`config.mk`:
```
export PLATFORM = sky130hd
export DESIGN_NAME = bspline_basis_eval
export DESIGN_NICKNAME = d
export VERILOG_FILES = /design/src/bsbe_pkg.sv /design/src/bsbe_div.sv /design/src/bsbe_knot_ram.sv /design/src/bspline_basis_eval.sv
export VERILOG_INCLUDE_DIRS = /design/src /design/src/src
export SDC_FILE = /design/constraint.sdc
export NUM_CORES = 2
export LEC_CHECK = 0
export BUFFER_PORTS_ARGS = -buffer_cell sky130_fd_sc_hd__buf_2
export CAP_MARGIN = 10
export CELL_PAD_IN_SITES_DETAIL_PLACEMENT = 1
export CELL_PAD_IN_SITES_GLOBAL_PLACEMENT = 2
export CORE_MARGIN = 4
export CORE_UTILIZATION = 45
export DETAILED_ROUTE_END_ITERATION = 6
export PLACE_DENSITY_LB_ADDON = 0.1
export SLEW_MARGIN = 20
export SYNTH_ARGS = -nofsm -noshare
export SYNTH_HDL_FRONTEND = slang
export SYNTH_HIERARCHICAL = 1
export SYNTH_SLANG_ARGS = --single-unit
```
`constraint.sdc`:
```
create_clock -name clk -period 10.36 [get_ports clk]
set_input_delay 0.518 -clock clk [delete_from_list [all_inputs] [get_ports clk]]
set_output_delay 0.518 -clock clk [all_outputs]
set_load 0.005 [all_outputs]
```
`src/bspline_basis_eval_assert.svh`:
```
// ----------------------------------------------------------------------------
// bspline basis evaluator assertion macros
// concurrent checks that compile away when ASSERT_OFF is set
// ----------------------------------------------------------------------------
`ifndef BSPLINE_BASIS_EVAL_ASSERT_SVH
`define BSPLINE_BASIS_EVAL_ASSERT_SVH
`ifndef ASSERT_OFF
`define BSBE_ASSERT_IMP(lbl, clk, rst_n, ante, cons) \
    lbl: assert property (@(posedge clk) disable iff (!rst_n) (ante) |-> (cons)) \
        else $error("bspline basis check failed");
`define BSBE_ASSERT_NXT(lbl, clk, rst_n, ante, cons) \
    lbl: assert property (@(posedge clk) disable iff (!rst_n) (ante) |=> (cons)) \
        else $error("bspline basis check failed");
`else
`define BSBE_ASSERT_IMP(lbl, clk, rst_n, ante, cons)
`define BSBE_ASSERT_NXT(lbl, clk, rst_n, ante, cons)
`endif
`endif

```
`src/bsbe_pkg.sv`:
```
// ----------------------------------------------------------------------------
// bsbe_pkg
// shared types and constants of the bspline basis evaluator
// ----------------------------------------------------------------------------
`default_nettype none

package bsbe_pkg;

    localparam int FRAC_BITS = 16;
    localparam int VAL_W     = FRAC_BITS + 1;
    localparam int PROD_W    = 2 * VAL_W;
    localparam int IDX_W     = 6;
    localparam int DEG_W     = 3;
    localparam int CNT_W     = 6;
    localparam int ORD_W     = 4;
    localparam int CFG_W     = 6;
    localparam int CFG_IDX_W = 1;
    localparam int DEG_SLOTS = 8;

    localparam logic [VAL_W-1:0] ONE_FX = VAL_W'(1) << FRAC_BITS;

    // register indexes
    localparam logic [CFG_IDX_W-1:0] REG_CTRL_POINTS = 1'b0;
    localparam logic [CFG_IDX_W-1:0] REG_ORDER       = 1'b1;

    localparam logic [CNT_W-1:0] CTRL_POINTS_RST = 6'd10;
    localparam logic [ORD_W-1:0] ORDER_RST       = 4'd4;

    typedef struct packed {
        logic [VAL_W-1:0] param_u;
        logic [IDX_W-1:0] basis_index;
        logic [DEG_W-1:0] basis_degree;
    } cmd_t;

    typedef struct packed {
        logic [VAL_W-1:0] basis_value;
        logic             range_error;
    } result_t;

    typedef struct packed {
        logic              start;
        logic [PROD_W-1:0] dividend;
        logic [VAL_W-1:0]  divisor;
    } div_req_t;

    typedef struct packed {
        logic              done;
        logic [PROD_W-1:0] quotient;
    } div_rsp_t;

endpackage

`default_nettype wire

```
`src/bsbe_div.sv`:
```
// ----------------------------------------------------------------------------
// bsbe_div
// restoring radix-2 divider, one quotient bit per cycle
// ----------------------------------------------------------------------------
`default_nettype none

module bsbe_div (
    input  wire logic               clk,
    input  wire logic               rst_n,
    input  wire bsbe_pkg::div_req_t req,
    output bsbe_pkg::div_rsp_t      rsp
);

    localparam int CW = $clog2(bsbe_pkg::PROD_W + 1);

    logic                          run_reg, run_next;
    logic                          done_reg, done_next;
    logic [CW-1:0]                 cnt_reg, cnt_next;
    logic [bsbe_pkg::VAL_W-1:0]    rem_reg, rem_next;
    logic [bsbe_pkg::PROD_W-1:0]   quo_reg, quo_next;
    logic [bsbe_pkg::VAL_W-1:0]    dvs_reg, dvs_next;
    logic [bsbe_pkg::VAL_W:0]      trial;
    logic [bsbe_pkg::VAL_W:0]      diff;
    logic                          ge;

    assign trial = {rem_reg, quo_reg[bsbe_pkg::PROD_W-1]};
    assign ge    = trial >= {1'b0, dvs_reg};
    assign diff  = trial - {1'b0, dvs_reg};

    always_comb
    begin
        run_next  = run_reg;
        done_next = 1'b0;
        cnt_next  = cnt_reg;
        rem_next  = rem_reg;
        quo_next  = quo_reg;
        dvs_next  = dvs_reg;
        if (req.start)
        begin
            // a new start reloads, dropping any division in flight
            run_next = 1'b1;
            cnt_next = '0;
            rem_next = '0;
            quo_next = req.dividend;
            dvs_next = req.divisor;
        end
        else if (run_reg)
        begin
            rem_next = ge ? diff[bsbe_pkg::VAL_W-1:0] : trial[bsbe_pkg::VAL_W-1:0];
            quo_next = {quo_reg[bsbe_pkg::PROD_W-2:0], ge};
            cnt_next = cnt_reg + CW'(1);
            if (cnt_reg == CW'(bsbe_pkg::PROD_W - 1))
            begin
                run_next  = 1'b0;
                done_next = 1'b1;
            end
        end
    end

    always_ff @(posedge clk or negedge rst_n)
    begin
        if (!rst_n)
        begin
            run_reg  <= 1'b0;
            done_reg <= 1'b0;
            cnt_reg  <= '0;
        end
        else
        begin
            run_reg  <= run_next;
            done_reg <= done_next;
            cnt_reg  <= cnt_next;
        end
    end

    always_ff @(posedge clk)
    begin
        rem_reg <= rem_next;
        quo_reg <= quo_next;
        dvs_reg <= dvs_next;
    end

    assign rsp.done     = done_reg;
    assign rsp.quotient = quo_reg;

endmodule

`default_nettype wire

```
`src/bsbe_knot_ram.sv`:
```
// ----------------------------------------------------------------------------
// bsbe_knot_ram
// single-port knot table with registered read data
// ----------------------------------------------------------------------------
`default_nettype none

module bsbe_knot_ram #(
    parameter int DEPTH = 40,
    parameter int AW    = 6
) (
    input  wire logic                       clk,
    input  wire logic                       we,
    input  wire logic [AW-1:0]              addr,
    input  wire logic [bsbe_pkg::VAL_W-1:0] wdata,
    output logic [bsbe_pkg::VAL_W-1:0]      rdata
);

    logic [bsbe_pkg::VAL_W-1:0] mem [DEPTH];
    logic [bsbe_pkg::VAL_W-1:0] rdata_reg;

    always_ff @(posedge clk)
    begin
        if (we)
        begin
            mem[addr] <= wdata;
        end
        rdata_reg <= mem[addr];
    end

    assign rdata = rdata_reg;

endmodule

`default_nettype wire

```
`src/bspline_basis_eval.sv`:
```
// ----------------------------------------------------------------------------
// bspline_basis_eval
// evaluates one B-spline basis value N(i,p)(u) per command over a clamped
// uniform knot table held in a single-port memory
//
// a command (cmd) is taken when start is high and busy is low. the result
// appears on result with done high for exactly one cycle; result keeps it
// until the next result. an index that runs past the knot table answers in
// the cycle right after start with range_error set and a zero value.
// otherwise the block runs degree 0 through D0_A, D0_B and D0_C per span,
// then for each of the p*(p+1)/2 recursion terms reads four knots (R_A to
// R_E) and sends every nonzero partial term (at most two per term) through
// the shared divider, and aligns the table once per degree level. the
// divider and the one memory read port set the run time.
// configuration writes (cfg_we, cfg_index, cfg_data) rebuild the knot table:
// one entry per cycle, except that each of the n-k interior knots waits for
// the divider. reset starts the same rebuild for the reset configuration;
// busy stays high until it ends.
// ----------------------------------------------------------------------------
`default_nettype none
`include "bspline_basis_eval_assert.svh"

module bspline_basis_eval #(
    parameter int MAX_POINTS = 32,
    parameter int MAX_ORDER  = 8
) (
    input  wire logic                           clk,
    input  wire logic                           rst_n,
    input  wire logic                           start,
    output logic                                busy,
    input  wire bsbe_pkg::cmd_t                 cmd,
    output logic                                done,
    output bsbe_pkg::result_t                   result,
    input  wire logic                           cfg_we,
    input  wire logic [bsbe_pkg::CFG_IDX_W-1:0] cfg_index,
    input  wire logic [bsbe_pkg::CFG_W-1:0]     cfg_data
);

    localparam int DEPTH = MAX_POINTS + MAX_ORDER;
    localparam int AW    = $clog2(DEPTH);
    localparam int IW    = (AW > 7) ? AW + 1 : 8;
    localparam int VW    = bsbe_pkg::VAL_W;
    localparam int PW    = bsbe_pkg::PROD_W;
    localparam int DW    = bsbe_pkg::DEG_W;

    localparam logic [4:0] ST_IDLE    = 5'd0;
    localparam logic [4:0] ST_RB_EVAL = 5'd1;
    localparam logic [4:0] ST_RB_WAIT = 5'd2;
    localparam logic [4:0] ST_D0_A    = 5'd3;
    localparam logic [4:0] ST_D0_B    = 5'd4;
    localparam logic [4:0] ST_D0_C    = 5'd5;
    localparam logic [4:0] ST_R_A     = 5'd6;
    localparam logic [4:0] ST_R_B     = 5'd7;
    localparam logic [4:0] ST_R_C     = 5'd8;
    localparam logic [4:0] ST_R_D     = 5'd9;
    localparam logic [4:0] ST_R_E     = 5'd10;
    localparam logic [4:0] ST_R_LGO   = 5'd11;
    localparam logic [4:0] ST_R_LWAIT = 5'd12;
    localparam logic [4:0] ST_R_RPREP = 5'd13;
    localparam logic [4:0] ST_R_RGO   = 5'd14;
    localparam logic [4:0] ST_R_RWAIT = 5'd15;
    localparam logic [4:0] ST_R_SAVE  = 5'd16;
    localparam logic [4:0] ST_R_ALIGN = 5'd17;

    logic [4:0]                  state_reg, state_next;
    logic [bsbe_pkg::CNT_W-1:0]  npts_reg, npts_next;
    logic [bsbe_pkg::ORD_W-1:0]  ord_reg, ord_next;
    logic [AW-1:0]               rbx_reg, rbx_next;
    logic [VW-1:0]               u_reg, u_next;
    logic [bsbe_pkg::IDX_W-1:0]  i_reg, i_next;
    logic [DW-1:0]               p_reg, p_next;
    logic [DW-1:0]               j_reg, j_next;
    logic [DW-1:0]               q_reg, q_next;
    logic [VW-1:0]               ka_reg, ka_next;
    logic [VW-1:0]               kb_reg, kb_next;
    logic [VW-1:0]               kc_reg, kc_next;
    logic [VW-1:0]               kd_reg, kd_next;
    logic [PW-1:0]               prod_reg, prod_next;
    logic [VW-1:0]               den_reg, den_next;
    logic                        zero_reg, zero_next;
    logic [VW:0]                 acc_reg, acc_next;
    logic [VW-1:0]               tab_reg [bsbe_pkg::DEG_SLOTS];
    logic [VW-1:0]               tab_next [bsbe_pkg::DEG_SLOTS];
    logic                        done_reg, done_next;
    bsbe_pkg::result_t           result_reg, result_next;

    logic [IW-1:0]               n_eff, k_eff, len, dsp, x_ext, rb_j, s_idx, addr_full;
    logic [IW-1:0]               req_top;
    logic [PW-1:0]               rb_dividend;
    logic [VW-1:0]               mul_a, mul_b;
    logic [PW-1:0]               mul_p;
    logic [VW-1:0]               q_sat;
    logic [VW:0]                 acc_sum;
    logic [VW-1:0]               new_val;
    logic [DW-1:0]               wpos;
    logic                        hit;
    logic                        ram_we;
    logic [VW-1:0]               ram_wdata, ram_rdata;
    bsbe_pkg::div_req_t          div_req;
    bsbe_pkg::div_rsp_t          div_rsp;

    // effective configuration after clamping
    always_comb
    begin
        n_eff = IW'(npts_reg);
        if (npts_reg < bsbe_pkg::CNT_W'(2))
        begin
            n_eff = IW'(2);
        end
        else if (IW'(npts_reg) > IW'(MAX_POINTS))
        begin
            n_eff = IW'(MAX_POINTS);
        end
        k_eff = IW'(ord_reg);
        if (ord_reg == '0)
        begin
            k_eff = IW'(1);
        end
        else if (IW'(ord_reg) > IW'(MAX_ORDER))
        begin
            k_eff = IW'(MAX_ORDER);
        end
        if (k_eff > n_eff)
        begin
            k_eff = n_eff;
        end
    end

    assign len         = n_eff + k_eff;
    assign dsp         = n_eff - k_eff + IW'(1);
    assign x_ext       = IW'(rbx_reg);
    assign rb_j        = x_ext - k_eff + IW'(1);
    assign rb_dividend = (PW'(rb_j) << bsbe_pkg::FRAC_BITS) + PW'(dsp >> 1);
    assign s_idx       = IW'(i_reg) + IW'(j_reg);
    assign req_top     = IW'(cmd.basis_index) + IW'(cmd.basis_degree) + IW'(1);
    assign wpos        = p_reg - q_reg + DW'(1);

    assign mul_p   = mul_a * mul_b;
    assign q_sat   = (div_rsp.quotient > PW'(bsbe_pkg::ONE_FX)) ? bsbe_pkg::ONE_FX
                                                             : div_rsp.quotient[VW-1:0];
    assign acc_sum = acc_reg + {1'b0, q_sat};
    assign new_val = (acc_reg > {1'b0, bsbe_pkg::ONE_FX}) ? bsbe_pkg::ONE_FX
                                                          : acc_reg[VW-1:0];
    // degree zero span test, u = 1.0 lands in the last non-empty span
    assign hit = ((ka_reg <= u_reg) && (u_reg < ram_rdata))
              || ((u_reg == bsbe_pkg::ONE_FX) && (s_idx == n_eff - IW'(1)));

    always_comb
    begin
        case (state_reg)
            ST_D0_B: addr_full = s_idx + IW'(1);
            ST_R_B:  addr_full = s_idx + IW'(q_reg);
            ST_R_C:  addr_full = s_idx + IW'(1);
            ST_R_D:  addr_full = s_idx + IW'(q_reg) + IW'(1);
            ST_RB_EVAL, ST_RB_WAIT: addr_full = x_ext;
            default: addr_full = s_idx;
        endcase
    end

    always_comb
    begin
        state_next  = state_reg;
        npts_next   = npts_reg;
        ord_next    = ord_reg;
        rbx_next    = rbx_reg;
        u_next      = u_reg;
        i_next      = i_reg;
        p_next      = p_reg;
        j_next      = j_reg;
        q_next      = q_reg;
        ka_next     = ka_reg;
        kb_next     = kb_reg;
        kc_next     = kc_reg;
        kd_next     = kd_reg;
        prod_next   = prod_reg;
        den_next    = den_reg;
        zero_next   = zero_reg;
        acc_next    = acc_reg;
        done_next   = 1'b0;
        result_next = result_reg;
        for (int t = 0; t < bsbe_pkg::DEG_SLOTS; t++)
        begin
            tab_next[t] = tab_reg[t];
        end
        mul_a            = u_reg - ka_reg;
        mul_b            = tab_reg[0];
        ram_we           = 1'b0;
        ram_wdata        = '0;
        div_req.start    = 1'b0;
        div_req.dividend = prod_reg;
        div_req.divisor  = den_reg;

        case (state_reg)
            ST_IDLE:
            begin
                if (start)
                begin
                    u_next = (cmd.param_u > bsbe_pkg::ONE_FX) ? bsbe_pkg::ONE_FX
                                                              : cmd.param_u;
                    i_next = cmd.basis_index;
                    p_next = cmd.basis_degree;
                    j_next = '0;
                    if (req_top >= len)
                    begin
                        result_next.basis_value = '0;
                        result_next.range_error = 1'b1;
                        done_next               = 1'b1;
                    end
                    else
                    begin
                        state_next = ST_D0_A;
                    end
                end
            end

            ST_RB_EVAL:
            begin
                if (x_ext < k_eff)
                begin
                    ram_we    = 1'b1;
                    ram_wdata = '0;
                end
                else if (x_ext >= n_eff)
                begin
                    ram_we    = 1'b1;
                    ram_wdata = bsbe_pkg::ONE_FX;
                end
                else
                begin
                    // interior knot: rounded j / d through the divider
                    div_req.start    = 1'b1;
                    div_req.dividend = rb_dividend;
                    div_req.divisor  = VW'(dsp);
                end
                if ((x_ext >= k_eff) && (x_ext < n_eff))
                begin
                    state_next = ST_RB_WAIT;
                end
                else if (rbx_reg == AW'(DEPTH - 1))
                begin
                    state_next = ST_IDLE;
                end
                else
                begin
                    rbx_next = rbx_reg + AW'(1);
                end
            end

            ST_RB_WAIT:
            begin
                if (div_rsp.done)
                begin
                    ram_we    = 1'b1;
                    ram_wdata = div_rsp.quotient[VW-1:0];
                    if (rbx_reg == AW'(DEPTH - 1))
                    begin
                        state_next = ST_IDLE;
                    end
                    else
                    begin
                        rbx_next   = rbx_reg + AW'(1);
                        state_next = ST_RB_EVAL;
                    end
                end
            end

            ST_D0_A: state_next = ST_D0_B;

            ST_D0_B:
            begin
                ka_next    = ram_rdata;
                state_next = ST_D0_C;
            end

            ST_D0_C:
            begin
                tab_next[j_reg] = hit ? bsbe_pkg::ONE_FX : '0;
                if (j_reg == p_reg)
                begin
                    if (p_reg == '0)
                    begin
                        result_next.basis_value = hit ? bsbe_pkg::ONE_FX : '0;
                        result_next.range_error = 1'b0;
                        done_next               = 1'b1;
                        state_next              = ST_IDLE;
                    end
                    else
                    begin
                        q_next     = DW'(1);
                        j_next     = '0;
                        state_next = ST_R_A;
                    end
                end
                else
                begin
                    j_next     = j_reg + DW'(1);
                    state_next = ST_D0_A;
                end
            end

            ST_R_A: state_next = ST_R_B;

            ST_R_B:
            begin
                ka_next    = ram_rdata;
                state_next = ST_R_C;
            end

            ST_R_C:
            begin
                kb_next    = ram_rdata;
                state_next = ST_R_D;
            end

            ST_R_D:
            begin
                kc_next    = ram_rdata;
                state_next = ST_R_E;
            end

            ST_R_E:
            begin
                // left term: (u - k[s]) * N(s) / (k[s+q] - k[s])
                kd_next    = ram_rdata;
                mul_a      = u_reg - ka_reg;
                mul_b      = tab_reg[0];
                prod_next  = mul_p;
                den_next   = kb_reg - ka_reg;
                zero_next  = (u_reg <= ka_reg) || (kb_reg <= ka_reg) || (tab_reg[0] == '0);
                state_next = ST_R_LGO;
            end

            ST_R_LGO:
            begin
                acc_next = '0;
                if (zero_reg)
                begin
                    state_next = ST_R_RPREP;
                end
                else
                begin
                    div_req.start = 1'b1;
                    state_next    = ST_R_LWAIT;
                end
            end

            ST_R_LWAIT:
            begin
                if (div_rsp.done)
                begin
                    acc_next   = {1'b0, q_sat};
                    state_next = ST_R_RPREP;
                end
            end

            ST_R_RPREP:
            begin
                // right term: (k[s+q+1] - u) * N(s+1) / (k[s+q+1] - k[s+1])
                mul_a      = kd_reg - u_reg;
                mul_b      = tab_reg[1];
                prod_next  = mul_p;
                den_next   = kd_reg - kc_reg;
                zero_next  = (kd_reg <= u_reg) || (kd_reg <= kc_reg) || (tab_reg[1] == '0);
                state_next = ST_R_RGO;
            end

            ST_R_RGO:
            begin
                if (zero_reg)
                begin
                    state_next = ST_R_SAVE;
                end
                else
                begin
                    div_req.start = 1'b1;
                    state_next    = ST_R_RWAIT;
                end
            end

            ST_R_RWAIT:
            begin
                if (div_rsp.done)
                begin
                    acc_next   = acc_sum;
                    state_next = ST_R_SAVE;
                end
            end

            ST_R_SAVE:
            begin
                // slide the row down, new value goes behind the live entries
                for (int t = 0; t < bsbe_pkg::DEG_SLOTS - 1; t++)
                begin
                    tab_next[t] = tab_reg[t+1];
                end
                tab_next[bsbe_pkg::DEG_SLOTS-1] = '0;
                tab_next[wpos] = new_val;
                if (j_reg == p_reg - q_reg)
                begin
                    state_next = ST_R_ALIGN;
                end
                else
                begin
                    j_next     = j_reg + DW'(1);
                    state_next = ST_R_A;
                end
            end

            ST_R_ALIGN:
            begin
                for (int t = 0; t < bsbe_pkg::DEG_SLOTS - 1; t++)
                begin
                    tab_next[t] = tab_reg[t+1];
                end
                tab_next[bsbe_pkg::DEG_SLOTS-1] = '0;
                if (q_reg == p_reg)
                begin
                    result_next.basis_value = tab_reg[1];
                    result_next.range_error = 1'b0;
                    done_next               = 1'b1;
                    state_next              = ST_IDLE;
                end
                else
                begin
                    q_next     = q_reg + DW'(1);
                    j_next     = '0;
                    state_next = ST_R_A;
                end
            end

            default: state_next = ST_IDLE;
        endcase

        // a register write rebuilds the table from the first entry
        if (cfg_we)
        begin
            case (cfg_index)
                bsbe_pkg::REG_CTRL_POINTS: npts_next = cfg_data;
                bsbe_pkg::REG_ORDER:       ord_next  = cfg_data[bsbe_pkg::ORD_W-1:0];
                default:                   npts_next = npts_reg;
            endcase
            rbx_next   = '0;
            state_next = ST_RB_EVAL;
        end
    end

    always_ff @(posedge clk or negedge rst_n)
    begin
        if (!rst_n)
        begin
            state_reg <= ST_RB_EVAL;
            npts_reg  <= bsbe_pkg::CTRL_POINTS_RST;
            ord_reg   <= bsbe_pkg::ORDER_RST;
            rbx_reg   <= '0;
            done_reg  <= 1'b0;
        end
        else
        begin
            state_reg <= state_next;
            npts_reg  <= npts_next;
            ord_reg   <= ord_next;
            rbx_reg   <= rbx_next;
            done_reg  <= done_next;
        end
    end

    always_ff @(posedge clk)
    begin
        u_reg      <= u_next;
        i_reg      <= i_next;
        p_reg      <= p_next;
        j_reg      <= j_next;
        q_reg      <= q_next;
        ka_reg     <= ka_next;
        kb_reg     <= kb_next;
        kc_reg     <= kc_next;
        kd_reg     <= kd_next;
        prod_reg   <= prod_next;
        den_reg    <= den_next;
        zero_reg   <= zero_next;
        acc_reg    <= acc_next;
        result_reg <= result_next;
        for (int t = 0; t < bsbe_pkg::DEG_SLOTS; t++)
        begin
            tab_reg[t] <= tab_next[t];
        end
    end

    bsbe_knot_ram #(
        .DEPTH (DEPTH),
        .AW    (AW)
    ) u_knot_ram (
        .clk   (clk),
        .we    (ram_we),
        .addr  (addr_full[AW-1:0]),
        .wdata (ram_wdata),
        .rdata (ram_rdata)
    );

    bsbe_div u_div (
        .clk   (clk),
        .rst_n (rst_n),
        .req   (div_req),
        .rsp   (div_rsp)
    );

    assign busy   = (state_reg != ST_IDLE);
    assign done   = done_reg;
    assign result = result_reg;

    `BSBE_ASSERT_IMP(a_done_idle, clk, rst_n, done, !busy)
    `BSBE_ASSERT_NXT(a_start_moves, clk, rst_n, start && !busy, busy || done)
    `BSBE_ASSERT_IMP(a_err_zero, clk, rst_n, done && result.range_error, result.basis_value == '0)

endmodule

`default_nettype wire
```
[Word-level counts from Yosys, hierarchy flattened]
Memory sizes are Yosys's and may differ from the RTL's. A register that Yosys moved wholly into a read port is not among the register bits.
Index checks and enable logic that the tools add are counted.
Cells by class
  bitwise operators: 3
  $lt $le $gt $ge: 23
  $mul: 1
  muxes and demuxes: 92
  add/subtract/negate cells: 25
  reduce and logical (&&, ||, !) cells: 37
  eq/ne operators: 42
Operators with widths (number)
  136-bit case mux with 3 select lines: 1
  136-bit bitwise mux: 2
  17-bit two-way mux: 11
  18-bit two-way mux: 7
  18-bit case mux with 3 select lines: 2
  52-bit two-way mux: 2
  17-bit demux with 3-bit select: 2
  5-bit case mux with 18 select lines: 1
  17-bit <= comparator: 5
  17-bit subtractor: 5
  34-bit two-way mux: 2
  17-bit case mux with 2 select lines: 2
  5-bit two-way mux: 11
  51-bit two-way mux: 1
  6-bit two-way mux: 7
  5-bit by 4-bit equality test with 1-bit output, second input constant: 8
  34-bit by 17-bit > comparator with 1-bit output, second input constant: 1
  17-bit logical NOT: 2
  17-bit by 17-bit multiplier with 34-bit output: 1
  3-bit two-way mux: 10
  24-bit by 7-bit adder with 25-bit output: 1
  6-bit by 1-bit adder with 6-bit output, second input constant: 4
  8-bit two-way mux: 3
  6-bit case mux with 4 select lines: 1
  61 further kinds: 131
Storage, ports and cells
  output and inout port bits: 20
  memories: 2
  RAM bits: 816
  bits of input ports: 37
  word-level logic and storage cells: 251
  bits in registers: 286
Memories
  u_knot_ram.mem: words 40, width 17, rd ports 1, clocked after Yosys merged registers in 1, write ports 1, line bsbe_knot_ram.sv:18  | logic [bsbe_pkg::VAL_W-1:0] mem [DEPTH];
  tab_reg: words 8, width 17, rd ports 8, clocked after Yosys merged registers in 0, write ports 8, line bspline_basis_eval.sv:82  | logic [VW-1:0] tab_reg [bsbe_pkg::DEG_SLOTS];

[Logic depth before layout (Yosys ltp)]
  depth after elaboration: 12
  depth in mapped cells: 34
  mapped depth without buffers: 33

[Hierarchy]
The synthesis kept the hierarchy.
Modules (own cells, without submodules)
  bspline_basis_eval: area each 33056.7 um^2, cells each 3487, seq. area each 10284.9 um^2, instances 1
  bsbe_knot_ram: area each 26780.7 um^2, cells each 1442, seq. area each 20759.9 um^2, instances 1
  bsbe_div: area each 4027.6 um^2, cells each 349, seq. area each 2072.0 um^2, instances 1

[Least setup slack after synthesis]
OpenSTA, ideal clock, no wires.
  kind: register -> register
  start point: reg u_reg[0]
  end point: reg prod_reg[32], data pin
  data required time: 10180 ps
  path buffers: 0
  arrival: 7907 ps
  path slack: 2273 ps
  clock period less this slack: 8087 ps
  setup time: 180 ps
  stages on the path, launching flop included: 34
  path through: edfxtp_1 -> inv_1 -> ha_1 -> inv_1 -> fa_1 -> a21oi_2 -> o211ai_2 -> o311a_1 -> o21ai_0 -> nor3b_1 -> nor3_1 -> mux2i_1 -> nor2_1 -> fa_1 -> inv_1 -> fa_1 -> inv_1 -> fa_1 -> inv_1 -> fa_1 -> inv_1 -> fa_1 -> inv_1 -> fa_1 -> inv_1 -> ha_1 -> o21ai_0 -> or2_2 -> a21oi_1 -> a21oi_1 -> o21ai_1 -> a311oi_1 -> or4_1 -> o311ai_1
On the way
  longest elaborated chain between the ends: 3
  elaborated cells between the ends (all ways): 4
  those cells by class: add/sub: 2; mul: 1; mux: 1
RTL lines
  start: declaration: line bspline_basis_eval.sv:69  | logic [VW-1:0] u_reg, u_next;
  start signal: assignment: line bspline_basis_eval.sv:469  | u_reg <= u_next;
  17-bit subtractor (on tied branches): line bspline_basis_eval.sv:185, bspline_basis_eval.sv:325, bspline_basis_eval.sv:359
  17-bit two-way mux *
  17-bit by 17-bit multiplier with 34-bit output *: line bspline_basis_eval.sv:138  | assign mul_p = mul_a * mul_b;
  named net mul_p[32]: line bspline_basis_eval.sv:91  | logic [PW-1:0] mul_p;
  end signal: assignment: line bspline_basis_eval.sv:478  | prod_reg <= prod_next;
  end: declaration: line bspline_basis_eval.sv:78  | logic [PW-1:0] prod_reg, prod_next;
The timed path passes the listed nets; every way through them passes the cells marked *.
A chain may end at the register's enable or synchronous reset.

[Final worst setup path]
  start point: reg state_reg[4]
  end point: reg prod_reg[32], data pin
On the way
  longest elaborated chain between the ends: 3
  elaborated cells between the ends (all ways): 4
  those cells by class: mul: 1; eq/ne: 1; mux: 2
RTL lines
  start: declaration: line bspline_basis_eval.sv:65  | logic [4:0] state_reg, state_next;
  start signal: assignment: line bspline_basis_eval.sv:459  | state_reg <= state_next;
  5-bit by 4-bit equality test with 1-bit output *: line bspline_basis_eval.sv:193  | case (state_reg)
  17-bit two-way mux
  17-bit by 17-bit multiplier with 34-bit output *: line bspline_basis_eval.sv:138
  named net mul_p[32]: line bspline_basis_eval.sv:91
Marks and branches as above.

==> impl_results.md <==
* Hold path depth at 2
* Register area share after synthesis at 0.519
* Number of global-route vias before repair at between 40000 and 50000
* Max FFs per register at just under 700
* CTS Buf Count at 118
* Clock Pin Slew Worst Setup and Hold Paths at approximately 0.07 ns
* Routed vias/inst at 6.16
* FF-to-FF path depth at 25
* Non-filler cells, final at between 7000 and 8000
* Largest net degree at the start of global routing at 82
* Clk Tree Root Cell: clkbuf_16
* I/O Pins at 57
* Crit path DAT at ~9.5 ns
* Leakage power at about 28 nW
* CP startpoint kind: register
* Skew-Pair Late Insertion Delay at about 0.78 ns
* Area delta synth->final at 10.6%
* Slew Limit Headroom at 0.228
* Number of port buffers at 56
* Fin area at roughly 71000 um^2
* Synth top area cells: edfxtp_1 (50%), fa_1 (7.5%), ha_1 (5.7%), inv_1 (3.3%), nand2_1 (2.2%)
* Drt drc at 1
* # clock sinks at between 1000 and 1500
* Post-synthesis sequential element count at approximately 1100
* Syn Std Cell Area at about 64000 um^2
* Worst min path class: primary input to register
* Top cells by count, synth: edfxtp_1 (1055), inv_1 (562), nand2_1 (377), nor2_1 (300), ha_1 (291)
* CP Class: register to register
* Net Sw Frac at 0.448
* CTS tree: done
* FF-to-FF setup slack at 1.40 ns
* Final Max Slew Viols at 0
* Ratio of cells with drive above 1 in the final layout at 0.121
* F_max at between 0.1 and 0.15 GHz
* Inst Count DP at 7084
* Synthesized area per cell at ~12 um^2
* Int Pwr at 13.2 mW
* Antenna Violating Nets Remaining at 0
* Worst Hold Endpoint: npts_reg[0]
* Reg2reg end: prod_reg[32]
* Core outline area at about 140000 um^2
* Initial antenna violation count at 14
* Routability congestion estimate at 0.907
* Initial Util at 0.455
* Pre-Repair DR Iteration Count at 7
* Top-count cell post-synth: edfxtp_1
* Area of the multi-input gates at 27500 um^2
* Placed Area at roughly 67000 um^2
* GRT overflow at 0
* Period utilization at 0.865
* Post-CTS Setup Bufs at 0
* Initial drt markers at ~4600
* Worst-Margin Slew at 1.16 ns
* Status: complete, but fails checks
* Ys async rst share at 0.0268
* Max FO, Critical Path at between 50 and 60
* Max-cap viol count at 0
* Clock Skew at roughly 0.074 ns
* CTS H-tree lvls at 3
* Flop pwr share at 0.262
* CTS max path bufs at 3
* Tot GR Track Use at 0.294
* Critical path capture point type: register
* Logic gate share of total power at 0.557
* Register area at around 33000 um^2
* DP HPWL at 156000 um
* Number of synthesis warnings at 6
* Area leader, netlist: edfxtp_1
* Synth top area share at 0.496
* Cell count after synthesis at 5278
* Die W at roughly 380 um
* Final hold slack at just under 0.07 ns
* Clock network power share at 0.181
* Min-delay src: cfg_data[0]
* Ys flop type: edfxtp_1
* First-pass GRT wire length at 318000 um
* Number of synthesized flops with an enable pin at 1055
* Finished Core Util at 0.504
* Die Y at between 300 and 400 um
* Final wirelength at 219000 um
* CP Data Required Time at 10.89 ns
* WL per Instance at around 30 um
* Worst r2r src: state_reg[4]
* # fillers at around 14000
* Post-layout min period at between 8 and 9 ns
* Failing checks: DRC
* RSZ-0062 raised after global routing: no
* Post-synth cell types at around 100
* Setup TNS at 0 ns
* Final hold violation count at 0
* Layout net count at slightly below 6000
* Pwr dens at around 340 nW/um^2
* Final setup violation count at 0
* Vias at 45072
* Die ar. at 148000 um^2
* Num rows at approximately 140
* Peak supply drop at between 0.0007 and 0.0008 V
* Switching power at around 11 mW
-- area by class of cell --
type / instances / share of cell area
Timing Repair Buffer: 221 / 0.0225
Clock buffer: 146 / 0.0441
Tap cell: 1876 / 0.0332
Sequential cell: 1119 / 0.469
Antenna cell: 2 / 0.0000708
Multi-Input combinational cell: 3317 / 0.390
Inverter: 565 / 0.0300
Clock inverter: 75 / 0.0115
-- metrics by stage --
step                setup WS, ns  power [mW]
finish                      1.40        23.8
global route               0.886        25.6
CTS                         1.41        24.1
detailed placement          1.40        19.8
global placement            1.58        19.5
floorplan                   2.27        15.0
-- layer usage --
layer,share of wire,global-route usage
met2,0.47,0.476
met5,0.00026,0
met3,0.064,0.0467
met1,0.41,0.382
met4,0.061,0.155
-- critical path, cell delays in order, from the launching register on --
cell      delay (ns)
dfrtp_1         0.75
nand2b_1        0.45
nor2_2          0.05
buf_4           0.19
nand2_4         0.49
nand2_1         0.52
or4_1           0.59
and3_1          0.21
fa_1            0.47
fa_1            0.54
inv_1           0.05
fa_1            0.40
fa_1            0.49
fa_1            0.55
inv_1           0.05
fa_1            0.47
inv_1           0.08
ha_1            0.32
o21ai_0         0.12
or2_2           0.29
a21oi_1         0.25
a21oi_1         0.16
o21ai_1         0.33
a311oi_1        0.22
or4_1           0.56
o311ai_1        0.12
-- cell families (layout without fill, tap and decap cells) --
logic type,Yosys count,in the layout,synth area share
xor+xnor,147,147,0.0202
buf+inv,843,1007,0.0535
compound gates,1111,1111,0.128
other cells,2,5,0.000118
simple gates,1285,1285,0.0989
mux,241,241,0.0490
flops,1119,1119,0.519
fa+ha+maj,530,530,0.132
-- cell usage in the layout, fill, tap and decap left out, types with 80 or more instances in the layout --
master	count
ha_1	291
buf_4	148
clkbuf_16	119
a221oi_1	81
nand2_1	374
nand3_1	80
fa_1	239
a222oi_1	118
mux2_2	116
a21oi_1	161
o21ai_0	165
and2_1	124
xnor2_1	94
nor2_1	276
inv_1	560
edfxtp_1	1055
-- worst max path at each step --
stage                      start  slack [ns]           end  cells past startpoint
CTS                 state_reg[0]        1.41  prod_reg[32]                     27
global route           kd_reg[0]        0.89  prod_reg[32]                     31
finish              state_reg[4]        1.40  prod_reg[32]                     25
global placement    state_reg[0]        1.58  prod_reg[32]                     27
floorplan               u_reg[0]        2.27  prod_reg[32]                     33
detailed placement  state_reg[0]        1.40  prod_reg[32]                     27
-- timing repair --
| action | 4_1_cts | 5_1_grt |
|---|---|---|
| endpoints found under the hold margin | 39 | 0 |
| gates resized for setup | 0 | 0 |
| hold buffers | 14 | 0 |
-- power by group through the flow --
| stage | registers (mW) | logic (mW) | clock network, mW |
|---|---|---|---|
| floorplan | 6.14 | 8.88 | 0 |
| global placement | 6.32 | 13.2 | 0 |
| global route | 6.29 | 14.7 | 4.57 |
| finish | 6.25 | 13.3 | 4.31 |
| CTS | 6.24 | 13.5 | 4.38 |
| detailed placement | 6.33 | 13.4 | 0 |
Note: power is estimated with default switching activity, not from simulation.
